## src/rtl/core/tphc_pkg.sv

```systemverilog
// tphc_pkg: shared types, constants and the ones'-complement add for the
// TCP pseudo-header checksum block. No dependencies.
package tphc_pkg;

    localparam int SUM_W = 16;
    localparam int ADDR_W = 32;
    localparam int CFG_IDX_W = 2;
    localparam int QUEUE_DEPTH = 4;
    localparam int QPTR_W = $clog2(QUEUE_DEPTH);
    localparam int QCNT_W = $clog2(QUEUE_DEPTH + 1);

    localparam logic [CFG_IDX_W-1:0] REG_SOURCE_ADDRESS = 2'd0;
    localparam logic [CFG_IDX_W-1:0] REG_DESTINATION_ADDRESS = 2'd1;

    localparam logic [SUM_W-1:0] PROTOCOL_TCP = 16'd6;

    // One finished segment handed from the front to the back.
    typedef struct packed {
        logic [SUM_W-1:0] sum;      // running sum including the last pair
        logic [SUM_W-1:0] pad_word; // odd trailing byte padded, or zero
        logic [SUM_W-1:0] count;    // byte count, zero-extended
    } seg_rec_t;

    // 16-bit ones'-complement add with end-around carry.
    function automatic logic [SUM_W-1:0] oc_add(input logic [SUM_W-1:0] a,
                                                 input logic [SUM_W-1:0] b);
        logic [SUM_W:0] s;
        s = {1'b0, a} + {1'b0, b};
        if (s[SUM_W])
        begin
            oc_add = s[SUM_W-1:0] + 16'd1;
        end
        else
        begin
            oc_add = s[SUM_W-1:0];
        end
    endfunction

endpackage

```

## src/rtl/core/tphc_front.sv

```systemverilog
// tphc_front: accepts segment bytes, pairs them into words, keeps the running
// ones'-complement sum and byte count. Depends on tphc_pkg.
module tphc_front #(
    parameter int LENGTH_BITS = 16
) (
    input  logic                  clk,
    input  logic                  rst_n,
    input  logic                  accept,
    input  logic [7:0]            data_byte,
    input  logic                  last_byte,
    output logic                  rec_push,
    output tphc_pkg::seg_rec_t    rec
);

    logic [tphc_pkg::SUM_W-1:0] sum_reg;
    logic [tphc_pkg::SUM_W-1:0] sum_next;
    logic [7:0]                 held_reg;
    logic [7:0]                 held_next;
    logic                       odd_reg;
    logic                       odd_next;
    logic [LENGTH_BITS-1:0]     count_reg;
    logic [LENGTH_BITS-1:0]     count_next;

    logic [tphc_pkg::SUM_W-1:0] sum_after;
    logic [LENGTH_BITS-1:0]     count_after;

    assign sum_after = odd_reg ? tphc_pkg::oc_add(sum_reg, {held_reg, data_byte}) : sum_reg;
    assign count_after = count_reg + LENGTH_BITS'(1);

    always_comb
    begin
        sum_next = sum_reg;
        held_next = held_reg;
        odd_next = odd_reg;
        count_next = count_reg;
        if (accept)
        begin
            if (last_byte)
            begin
                // drop stream state, segment goes to the queue
                sum_next = '0;
                held_next = '0;
                odd_next = 1'b0;
                count_next = '0;
            end
            else
            begin
                sum_next = sum_after;
                held_next = odd_reg ? held_reg : data_byte;
                odd_next = ~odd_reg;
                count_next = count_after;
            end
        end
    end

    assign rec_push = accept & last_byte;
    assign rec.sum = sum_after;
    assign rec.pad_word = odd_reg ? '0 : {data_byte, 8'h00};
    assign rec.count = tphc_pkg::SUM_W'(count_after);

    always_ff @(posedge clk or negedge rst_n)
    begin
        if (!rst_n)
        begin
            sum_reg <= '0;
            held_reg <= '0;
            odd_reg <= 1'b0;
            count_reg <= '0;
        end
        else
        begin
            sum_reg <= sum_next;
            held_reg <= held_next;
            odd_reg <= odd_next;
            count_reg <= count_next;
        end
    end

    a_clear_after_last: assert property (@(posedge clk) disable iff (!rst_n)
        rec_push |=> (!odd_reg && count_reg == '0 && sum_reg == '0))
        else $error("stream state not cleared after last byte");

endmodule

```

## src/rtl/core/tphc_queue.sv

```systemverilog
// tphc_queue: short queue of finished segment records between front and back.
// Depends on tphc_pkg.
module tphc_queue (
    input  logic                  clk,
    input  logic                  rst_n,
    input  logic                  push,
    input  tphc_pkg::seg_rec_t    wr_rec,
    output logic                  full,
    input  logic                  pop,
    output tphc_pkg::seg_rec_t    rd_rec,
    output logic                  empty
);

    tphc_pkg::seg_rec_t          entry_reg [tphc_pkg::QUEUE_DEPTH];
    logic [tphc_pkg::QPTR_W-1:0] wr_ptr_reg;
    logic [tphc_pkg::QPTR_W-1:0] rd_ptr_reg;
    logic [tphc_pkg::QCNT_W-1:0] count_reg;
    logic [tphc_pkg::QCNT_W-1:0] count_next;
    logic                        do_push;
    logic                        do_pop;

    assign full = (count_reg == tphc_pkg::QCNT_W'(tphc_pkg::QUEUE_DEPTH));
    assign empty = (count_reg == '0);
    assign do_push = push & ~full;
    assign do_pop = pop & ~empty;
    assign rd_rec = entry_reg[rd_ptr_reg];

    always_comb
    begin
        count_next = count_reg;
        if (do_push && !do_pop)
        begin
            count_next = count_reg + tphc_pkg::QCNT_W'(1);
        end
        else if (do_pop && !do_push)
        begin
            count_next = count_reg - tphc_pkg::QCNT_W'(1);
        end
    end

    always_ff @(posedge clk)
    begin
        if (do_push)
        begin
            entry_reg[wr_ptr_reg] <= wr_rec;
        end
    end

    always_ff @(posedge clk or negedge rst_n)
    begin
        if (!rst_n)
        begin
            wr_ptr_reg <= '0;
            rd_ptr_reg <= '0;
            count_reg <= '0;
        end
        else
        begin
            if (do_push)
            begin
                wr_ptr_reg <= wr_ptr_reg + tphc_pkg::QPTR_W'(1);
            end
            if (do_pop)
            begin
                rd_ptr_reg <= rd_ptr_reg + tphc_pkg::QPTR_W'(1);
            end
            count_reg <= count_next;
        end
    end

    a_count_bound: assert property (@(posedge clk) disable iff (!rst_n)
        count_reg <= tphc_pkg::QCNT_W'(tphc_pkg::QUEUE_DEPTH))
        else $error("queue count beyond depth");

    a_no_push_full: assert property (@(posedge clk) disable iff (!rst_n)
        !(push && full))
        else $error("segment record pushed into full queue");

    a_ptr_count: assert property (@(posedge clk) disable iff (!rst_n)
        (count_reg == '0 || full) |-> (wr_ptr_reg == rd_ptr_reg))
        else $error("queue pointers disagree with count");

endmodule

```

## src/rtl/core/tphc_back.sv

```systemverilog
// tphc_back: adds the pseudo-header to a finished segment sum, folds, inverts
// and holds the result. Depends on tphc_pkg.
module tphc_back (
    input  logic                               clk,
    input  logic                               rst_n,
    input  logic [tphc_pkg::ADDR_W-1:0]        source_address,
    input  logic [tphc_pkg::ADDR_W-1:0]        destination_address,
    input  logic                               rec_valid,
    input  tphc_pkg::seg_rec_t                 rec,
    output logic                               rec_take,
    output logic                               res_valid,
    input  logic                               res_take,
    output logic [tphc_pkg::SUM_W-1:0]         checksum,
    output logic [tphc_pkg::SUM_W-1:0]         segment_length
);

    localparam int PART_W = tphc_pkg::SUM_W + 2;
    localparam int TOT_W = tphc_pkg::SUM_W + 3;
    localparam int FOLD_W = tphc_pkg::SUM_W + 1;

    // stage A: two partial sums of four words each
    logic                         a_v_reg;
    logic [PART_W-1:0]            a_p_reg;
    logic [PART_W-1:0]            a_q_reg;
    logic [tphc_pkg::SUM_W-1:0]   a_len_reg;
    // stage B: full binary sum
    logic                         b_v_reg;
    logic [TOT_W-1:0]             b_t_reg;
    logic [tphc_pkg::SUM_W-1:0]   b_len_reg;
    // stage C: first fold
    logic                         c_v_reg;
    logic [FOLD_W-1:0]            c_f_reg;
    logic [tphc_pkg::SUM_W-1:0]   c_len_reg;
    // stage D: result
    logic                         d_v_reg;
    logic [tphc_pkg::SUM_W-1:0]   d_sum_reg;
    logic [tphc_pkg::SUM_W-1:0]   d_len_reg;

    logic a_ready;
    logic b_ready;
    logic c_ready;
    logic d_ready;
    logic [PART_W-1:0] p_next;
    logic [PART_W-1:0] q_next;

    assign d_ready = ~d_v_reg | res_take;
    assign c_ready = ~c_v_reg | d_ready;
    assign b_ready = ~b_v_reg | c_ready;
    assign a_ready = ~a_v_reg | b_ready;
    assign rec_take = rec_valid & a_ready;

    assign p_next = PART_W'(rec.sum) + PART_W'(rec.pad_word)
                  + PART_W'(source_address[31:16]) + PART_W'(source_address[15:0]);
    assign q_next = PART_W'(destination_address[31:16])
                  + PART_W'(destination_address[15:0])
                  + PART_W'(tphc_pkg::PROTOCOL_TCP) + PART_W'(rec.count);

    always_ff @(posedge clk)
    begin
        if (a_ready)
        begin
            a_p_reg <= p_next;
            a_q_reg <= q_next;
            a_len_reg <= rec.count;
        end
        if (b_ready)
        begin
            b_t_reg <= TOT_W'(a_p_reg) + TOT_W'(a_q_reg);
            b_len_reg <= a_len_reg;
        end
        if (c_ready)
        begin
            c_f_reg <= FOLD_W'(b_t_reg[tphc_pkg::SUM_W-1:0])
                     + FOLD_W'(b_t_reg[TOT_W-1:tphc_pkg::SUM_W]);
            c_len_reg <= b_len_reg;
        end
        if (d_ready)
        begin
            // second fold cannot carry again; invert into the checksum
            d_sum_reg <= ~(c_f_reg[tphc_pkg::SUM_W-1:0]
                         + tphc_pkg::SUM_W'(c_f_reg[tphc_pkg::SUM_W]));
            d_len_reg <= c_len_reg;
        end
    end

    always_ff @(posedge clk or negedge rst_n)
    begin
        if (!rst_n)
        begin
            a_v_reg <= 1'b0;
            b_v_reg <= 1'b0;
            c_v_reg <= 1'b0;
            d_v_reg <= 1'b0;
        end
        else
        begin
            if (a_ready)
            begin
                a_v_reg <= rec_valid;
            end
            if (b_ready)
            begin
                b_v_reg <= a_v_reg;
            end
            if (c_ready)
            begin
                c_v_reg <= b_v_reg;
            end
            if (d_ready)
            begin
                d_v_reg <= c_v_reg;
            end
        end
    end

    assign res_valid = d_v_reg;
    assign checksum = d_sum_reg;
    assign segment_length = d_len_reg;

    a_stage_hold: assert property (@(posedge clk) disable iff (!rst_n)
        (b_v_reg && !b_ready) |=> (b_v_reg && $stable(b_t_reg)))
        else $error("stalled sum stage lost its request");

    a_fold_bound: assert property (@(posedge clk) disable iff (!rst_n)
        c_v_reg |-> (c_f_reg[tphc_pkg::SUM_W] == 1'b0 || c_f_reg[tphc_pkg::SUM_W-1:3] == '0))
        else $error("first fold out of range");

endmodule

```

## src/rtl/core/tcp_pseudo_header_checksum.sv

```systemverilog
// tcp_pseudo_header_checksum: top level; holds the address registers and joins
// front, queue and back. Depends on tphc_pkg, tphc_front, tphc_queue, tphc_back.
//
//  channel  | handshake                 | payload
//  ---------+---------------------------+-------------------------------------
//  input    | push / full               | data_byte[7:0], last_byte
//  result   | empty / pop               | checksum[15:0], segment_length[15:0]
//  config   | cfg_we (no wait)          | cfg_index[1:0], cfg_data[31:0]
//
// One byte is taken every cycle while full is low; the running sum updates in the same cycle.
// A last byte queues its segment record, which then passes back stages A, B, C and D.
// full rises only when the four-entry segment queue is full, i.e. while
// results back up behind pop; short segments then stall at the input.
// Reset clears the addresses, the stream state, the queue and the pipeline.
module tcp_pseudo_header_checksum #(
    parameter int LENGTH_BITS = 16
) (
    input  logic                              clk,
    input  logic                              rst_n,
    input  logic                              push,
    output logic                              full,
    input  logic [7:0]                        data_byte,
    input  logic                              last_byte,
    output logic                              empty,
    input  logic                              pop,
    output logic [15:0]                       checksum,
    output logic [15:0]                       segment_length,
    input  logic                              cfg_we,
    input  logic [tphc_pkg::CFG_IDX_W-1:0]    cfg_index,
    input  logic [tphc_pkg::ADDR_W-1:0]       cfg_data
);

    logic [tphc_pkg::ADDR_W-1:0] src_addr_reg;
    logic [tphc_pkg::ADDR_W-1:0] dst_addr_reg;

    logic                accept;
    logic                rec_push;
    tphc_pkg::seg_rec_t  wr_rec;
    tphc_pkg::seg_rec_t  rd_rec;
    logic                q_full;
    logic                q_empty;
    logic                rec_take;
    logic                res_valid;

    assign full = q_full;
    assign accept = push & ~q_full;
    assign empty = ~res_valid;

    always_ff @(posedge clk or negedge rst_n)
    begin
        if (!rst_n)
        begin
            src_addr_reg <= '0;
            dst_addr_reg <= '0;
        end
        else if (cfg_we)
        begin
            if (cfg_index == tphc_pkg::REG_SOURCE_ADDRESS)
            begin
                src_addr_reg <= cfg_data;
            end
            else if (cfg_index == tphc_pkg::REG_DESTINATION_ADDRESS)
            begin
                dst_addr_reg <= cfg_data;
            end
        end
    end

    tphc_front #(
        .LENGTH_BITS (LENGTH_BITS)
    ) u_front (
        .clk       (clk),
        .rst_n     (rst_n),
        .accept    (accept),
        .data_byte (data_byte),
        .last_byte (last_byte),
        .rec_push  (rec_push),
        .rec       (wr_rec)
    );

    tphc_queue u_queue (
        .clk    (clk),
        .rst_n  (rst_n),
        .push   (rec_push),
        .wr_rec (wr_rec),
        .full   (q_full),
        .pop    (rec_take),
        .rd_rec (rd_rec),
        .empty  (q_empty)
    );

    tphc_back u_back (
        .clk                 (clk),
        .rst_n               (rst_n),
        .source_address      (src_addr_reg),
        .destination_address (dst_addr_reg),
        .rec_valid           (~q_empty),
        .rec                 (rd_rec),
        .rec_take            (rec_take),
        .res_valid           (res_valid),
        .res_take            (pop),
        .checksum            (checksum),
        .segment_length      (segment_length)
    );

endmodule
```

## config.mk

```make
export PLATFORM = sky130hd
export DESIGN_NAME = tcp_pseudo_header_checksum
export DESIGN_NICKNAME = d
export VERILOG_FILES = /design/src/rtl/core/tphc_pkg.sv /design/src/rtl/core/tphc_front.sv /design/src/rtl/core/tphc_queue.sv /design/src/rtl/core/tphc_back.sv /design/src/rtl/core/tcp_pseudo_header_checksum.sv
export SDC_FILE = /design/constraint.sdc
export NUM_CORES = 1
export LEC_CHECK = 0
export BUFFER_PORTS_ARGS = -buffer_cell sky130_fd_sc_hd__buf_4
export CORE_ASPECT_RATIO = 1.25
export CORE_MARGIN = 5
export CORE_UTILIZATION = 40
export DETAILED_ROUTE_END_ITERATION = 10
export HOLD_SLACK_MARGIN = 0.06
export PLACE_DENSITY_LB_ADDON = 0.15
export SLEW_MARGIN = 30
export SYNTH_ARGS = -nofsm -noshare
export SYNTH_HDL_FRONTEND = slang
export SYNTH_SLANG_ARGS = --single-unit
```

## constraint.sdc

```tcl
create_clock -name clk -period 14 [get_ports clk]
set_input_delay 1.4 -clock clk [delete_from_list [all_inputs] [get_ports clk]]
set_output_delay 1.4 -clock clk [all_outputs]
set_load 0.1 [all_outputs]
```

==> summary by stage <==
CTS
The number of gates given a new drive strength after cts is 0. The number of sinks driven by the clock tree is 428. Buffers inserted during clock tree synthesis total 43. After clock tree synthesis, the clock-pin slew on the worst setup and hold paths is 0.06 ns. The clock passes through at most 3 buffers. The number of levels in the clock H-tree is 2. The tree is rooted in a sky130_fd_sc_hd__clkbuf_16.

For this design, the CTS-stage hold fixing added 0 buffers. The setup fix buffers added after clock tree synthesis is 0. TritonCTS built the clock tree. At the later pin of the worst-skew pair, clock insertion delay measures 0.57 ns.

Floorplanning
The initial cell density of the core is 0.404. For this design the top-level I/O count stands at 82. In this run the vertical extent of the chip is 266 um. The floorplan step set the die width to 214 um. The area of the die is 56900 um^2. The row count is 93. The core footprint is 51700 um^2.

Worst setup path
The signal on the critical path passes through buf_4 -> mux4_2 -> ha_1 -> inv_1 -> fa_1 -> fa_1 -> inv_1 -> ha_1 -> nand3_1 -> nand2_1 -> a41o_1 -> o41ai_1 -> o2111ai_1 -> a21oi_1 -> xnor2_1. Together, buffers and inverters on the worst path number 3. The data arrival at the endpoint of the critical path is 5.52 ns. The critical path's slowest cell is sky130_fd_sc_hd__dfrtp_2.

For the worst setup path, the data required time is 14.32 ns. The cell family contributing the most delay on the critical path is adder cells. STA classifies the critical path startpoint as a register. On the worst path, the slowest cell contributes a delay of 0.73 ns. The critical path class is reg2reg. STA classifies the critical path endpoint as a register. The largest fanout on the critical path is 26.

Logic synthesis
The average instance area after synthesis is 13.4 um^2. The number of synthesized flops with an enable pin is 312. sky130_fd_sc_hd__edfxtp_1 is the most common cell in the netlist. The cell count after synthesis is 1556. The combinational family with the most area after synthesis is adder cells. The post-synthesis share of cell area spent on full adders, half adders and majority gates is 0.0937. The share of synthesized flip-flops with an asynchronous set or reset is 0.271.

The synthesized-area fraction occupied by ao, oa, aoi and oai cells is 0.0865. The number of warning messages in the yosys log is 0. The synthesized design spends more area on one cell type than any other, namely sky130_fd_sc_hd__edfxtp_1. Of the synthesized area, sequential elements account for 0.587.

Among all flip-flop cells after synthesis, the most frequent one is sky130_fd_sc_hd__edfxtp_1. Counting distinct cell types in the post-synthesis netlist gives 73. Of the total synthesized cell area, the portion taken by AND, OR, NAND and NOR gates is 0.0786. The number of synthesized register bits is 428. The cell area after technology mapping is 20900 um^2. The area share of the largest cell type after synthesis is 0.448. Of the total synthesized cell area, the portion taken by XOR and XNOR cells is 0.0565.

The commonest cells after synthesis are sky130_fd_sc_hd__edfxtp_1 (312), sky130_fd_sc_hd__ha_1 (118), sky130_fd_sc_hd__dfrtp_1 (116). The number of nets in the synthesized netlist is 1746. By area the synthesized netlist is led by sky130_fd_sc_hd__edfxtp_1 (45%), sky130_fd_sc_hd__dfrtp_1 (14%), sky130_fd_sc_hd__ha_1 (7.1%), sky130_fd_sc_hd__mux4_2 (4.3%), sky130_fd_sc_hd__xnor2_1 (3.4%).

The mux contribution to synthesized area is 0.0705.

Route
Before antenna repair, the detailed router went through 5 iterations. The number of nets still failing antenna checks after routing is 0. The number of violations reported at the end of detailed-routing iteration 0 is 676. The overall routed net length is 43500 um. The post-route DRC violation count is 0.

The number of vias in the routed layout is 12100. Using the TritonRoute via totals, the vias-per-cell ratio works out to 5.14. In the final routed layout, each cell accounts on average for 18.4 um.

Global routing
The initial antenna violation count is 2. In the global route stage, overall resource usage came out at 0.154. The number of global-route vias before repair was 12700. For this run, global-route usage on met1 was measured as 0.177. The total congestion overflow after global routing is 0. Entering global routing, the biggest net connects 65 pins. The met3 capacity usage during global routing is 0.0245. The wire length of the first global-routing pass is 69400 um. The busiest metal layer after global routing is met2. For met2 alone, demand over resource in global routing was 0.286.

Timing
The number of pins exceeding their max-slew limit in the final report came to 0. The smallest clock period supported by the final layout is computed as 5.20 ns. The total count of hold-check failures in the final report is 0. Setup repair after global routing left no endpoint under its margin.

The transition time at the pin with the least slew margin is 0.931 ns. The worst clock skew is 0.0168 ns. The maximum clock rate is 192 MHz. In the finished design, the share of the clock period the worst path needs comes to 0.372. After routing, the total negative slack on setup checks comes to 0 ns. The worst relative slew slack is 0.380. Setup violations remaining at the end of the flow were counted as 0.

Finish
Once layout is complete, the cells apart from fillers number 2357. The total area of multi-input combinational cells is 8070 um^2. The final-layout fill cell count is 4638. After the last flow step, the layout net total stands at 1846. Of the cells placed in the final design, the portion with a size suffix greater than 1 is 0.170. The utilization after layout is 0.461. The sequential cell area in the final layout is 12300 um^2. The register with the most flip-flops in the layout has 160 of them. The area growth from synthesis to layout is 13.9%.

Worst hold path
The worst hold path belongs to the class reg2reg.

Placed design
The count of input and output buffers is 81. The placer's final routability congestion estimate is 0.815. The half-perimeter wire length after detailed placement is 32200 um.

The number of placed instances with taps included is 2276.

Power and ir drop
In this run the static leakage power is 9.46 nW. The power density of the placed cells is 278 nW/um^2. The design draws 6.61 mW. IR analysis of the VDD net gives a maximum drop of 0.129 mV.

Job
The tool flagged a number of max-cap violations equal to 0.

Run status
The flow ran to the end, and the final reports show no timing, DRC or antenna violations.
## kinds of logic after synthesis
| kind of cell | after synthesis |
|---|---|
| xor+xnor | 134 |
| fa+ha+maj | 142 |
| buf+inv | 148 |
| mux | 91 |
| simple gates | 333 |
| compound gates | 280 |
| flops | 428 |
## cells in the final DEF, fill, tap and decap left out, types with 12 or more instances in the layout
cell type                   synthesis  final
sky130_fd_sc_hd__edfxtp_1         312    312
sky130_fd_sc_hd__ha_1             118    118
sky130_fd_sc_hd__dfrtp_1          116    115
sky130_fd_sc_hd__nand2_1          108    108
sky130_fd_sc_hd__inv_1            105    105
sky130_fd_sc_hd__buf_4              0     98
sky130_fd_sc_hd__o21ai_0           94     94
sky130_fd_sc_hd__xnor2_1           81     81
sky130_fd_sc_hd__a21oi_1           65     65
sky130_fd_sc_hd__nor2_1            63     63
sky130_fd_sc_hd__xor2_1            52     52
sky130_fd_sc_hd__mux2_2            50     50
sky130_fd_sc_hd__clkbuf_16          0     45
sky130_fd_sc_hd__mux4_2            40     40
sky130_fd_sc_hd__nand3_1           38     38
sky130_fd_sc_hd__fa_1              24     24
sky130_fd_sc_hd__nor3_1            20     20
sky130_fd_sc_hd__and3_1            23     19
sky130_fd_sc_hd__a21o_1            18     18
sky130_fd_sc_hd__nor2b_1           16     16
sky130_fd_sc_hd__nand2b_1          15     15
sky130_fd_sc_hd__a31oi_1           13     13
sky130_fd_sc_hd__o21a_1            12     12
## path summary, 6_finish.rpt
kind / startpoint / to / slack [ns] / depth (start not counted)
worst min-delay path: u_back.b_len_reg[0]$_DFFE_PP_ / u_back.c_len_reg[0]$_DFFE_PP_ / 0.41 / 0
max in group asynchronous: rst_n / src_addr_reg[5]$_DFFE_PN0P_ / 11.71 / 2
worst max-delay path: u_queue.rd_ptr_reg[0]$_DFFE_PN0P_ / u_back.a_p_reg[16]$_DFFE_PN_ / 8.80 / 15
worst max register to register: u_queue.rd_ptr_reg[0]$_DFFE_PN0P_ / u_back.a_p_reg[16]$_DFFE_PN_ / 8.80 / 15
worst min register to register: u_back.b_len_reg[0]$_DFFE_PP_ / u_back.c_len_reg[0]$_DFFE_PP_ / 0.41 / 0
min in group asynchronous: rst_n / u_queue.wr_ptr_reg[0]$_DFFE_PN0P_ / 0.90 / 1
## stage by stage
step / cell area [um^2] / setup slack, ns / hold slack (ns)
final: 23800 / 8.80 / 0.413
after global routing: 23800 / 8.44 / 0.425
after CTS: 23800 / 8.70 / 0.417
after detailed placement: 22300 / 8.71 / 0.405
after global placement: 22300 / 8.75 / 0.401
after floorplan: 20900 / 9.16 / 0.400
## final cells by class
class,count,share of cell area
inverter,105,0.0166
antenna,1,0.000105
sequential,428,0.516
clock inverter,26,0.0116
clock buffer,54,0.0508
multi-input combinational,980,0.339
timing repair buffer,98,0.0309
tap,665,0.0350
## per-layer routing
metal	up-vias	wire length (um)	part of all wire
li1	5924	-	-
met1	5942	17300	0.40
met2	181	23000	0.53
met3	72	1440	0.033
met4	0	1690	0.039
met5	-	0	0
## power breakdown
part | switching [mW] | internal [mW] | total [mW]
Sequential | 0.184 | 1.97 | 2.15
Clock | 0.485 | 0.708 | 1.19
Combinational | 1.87 | 1.39 | 3.26
Total | 2.54 | 4.07 | 6.61
## worst register-to-register path, stage by stage, from the launching register on
cell and delay (ns):
sky130_fd_sc_hd__dfrtp_2 0.73, sky130_fd_sc_hd__buf_4 0.57, sky130_fd_sc_hd__mux4_2 0.59, sky130_fd_sc_hd__ha_1 0.22
sky130_fd_sc_hd__inv_1 0.07, sky130_fd_sc_hd__fa_1 0.43, sky130_fd_sc_hd__fa_1 0.49, sky130_fd_sc_hd__inv_1 0.04
sky130_fd_sc_hd__ha_1 0.36, sky130_fd_sc_hd__nand3_1 0.10, sky130_fd_sc_hd__nand2_1 0.05, sky130_fd_sc_hd__a41o_1 0.22
sky130_fd_sc_hd__o41ai_1 0.57, sky130_fd_sc_hd__o2111ai_1 0.24, sky130_fd_sc_hd__a21oi_1 0.21, sky130_fd_sc_hd__xnor2_1 0.08
Power figures use the tool's default switching activity.
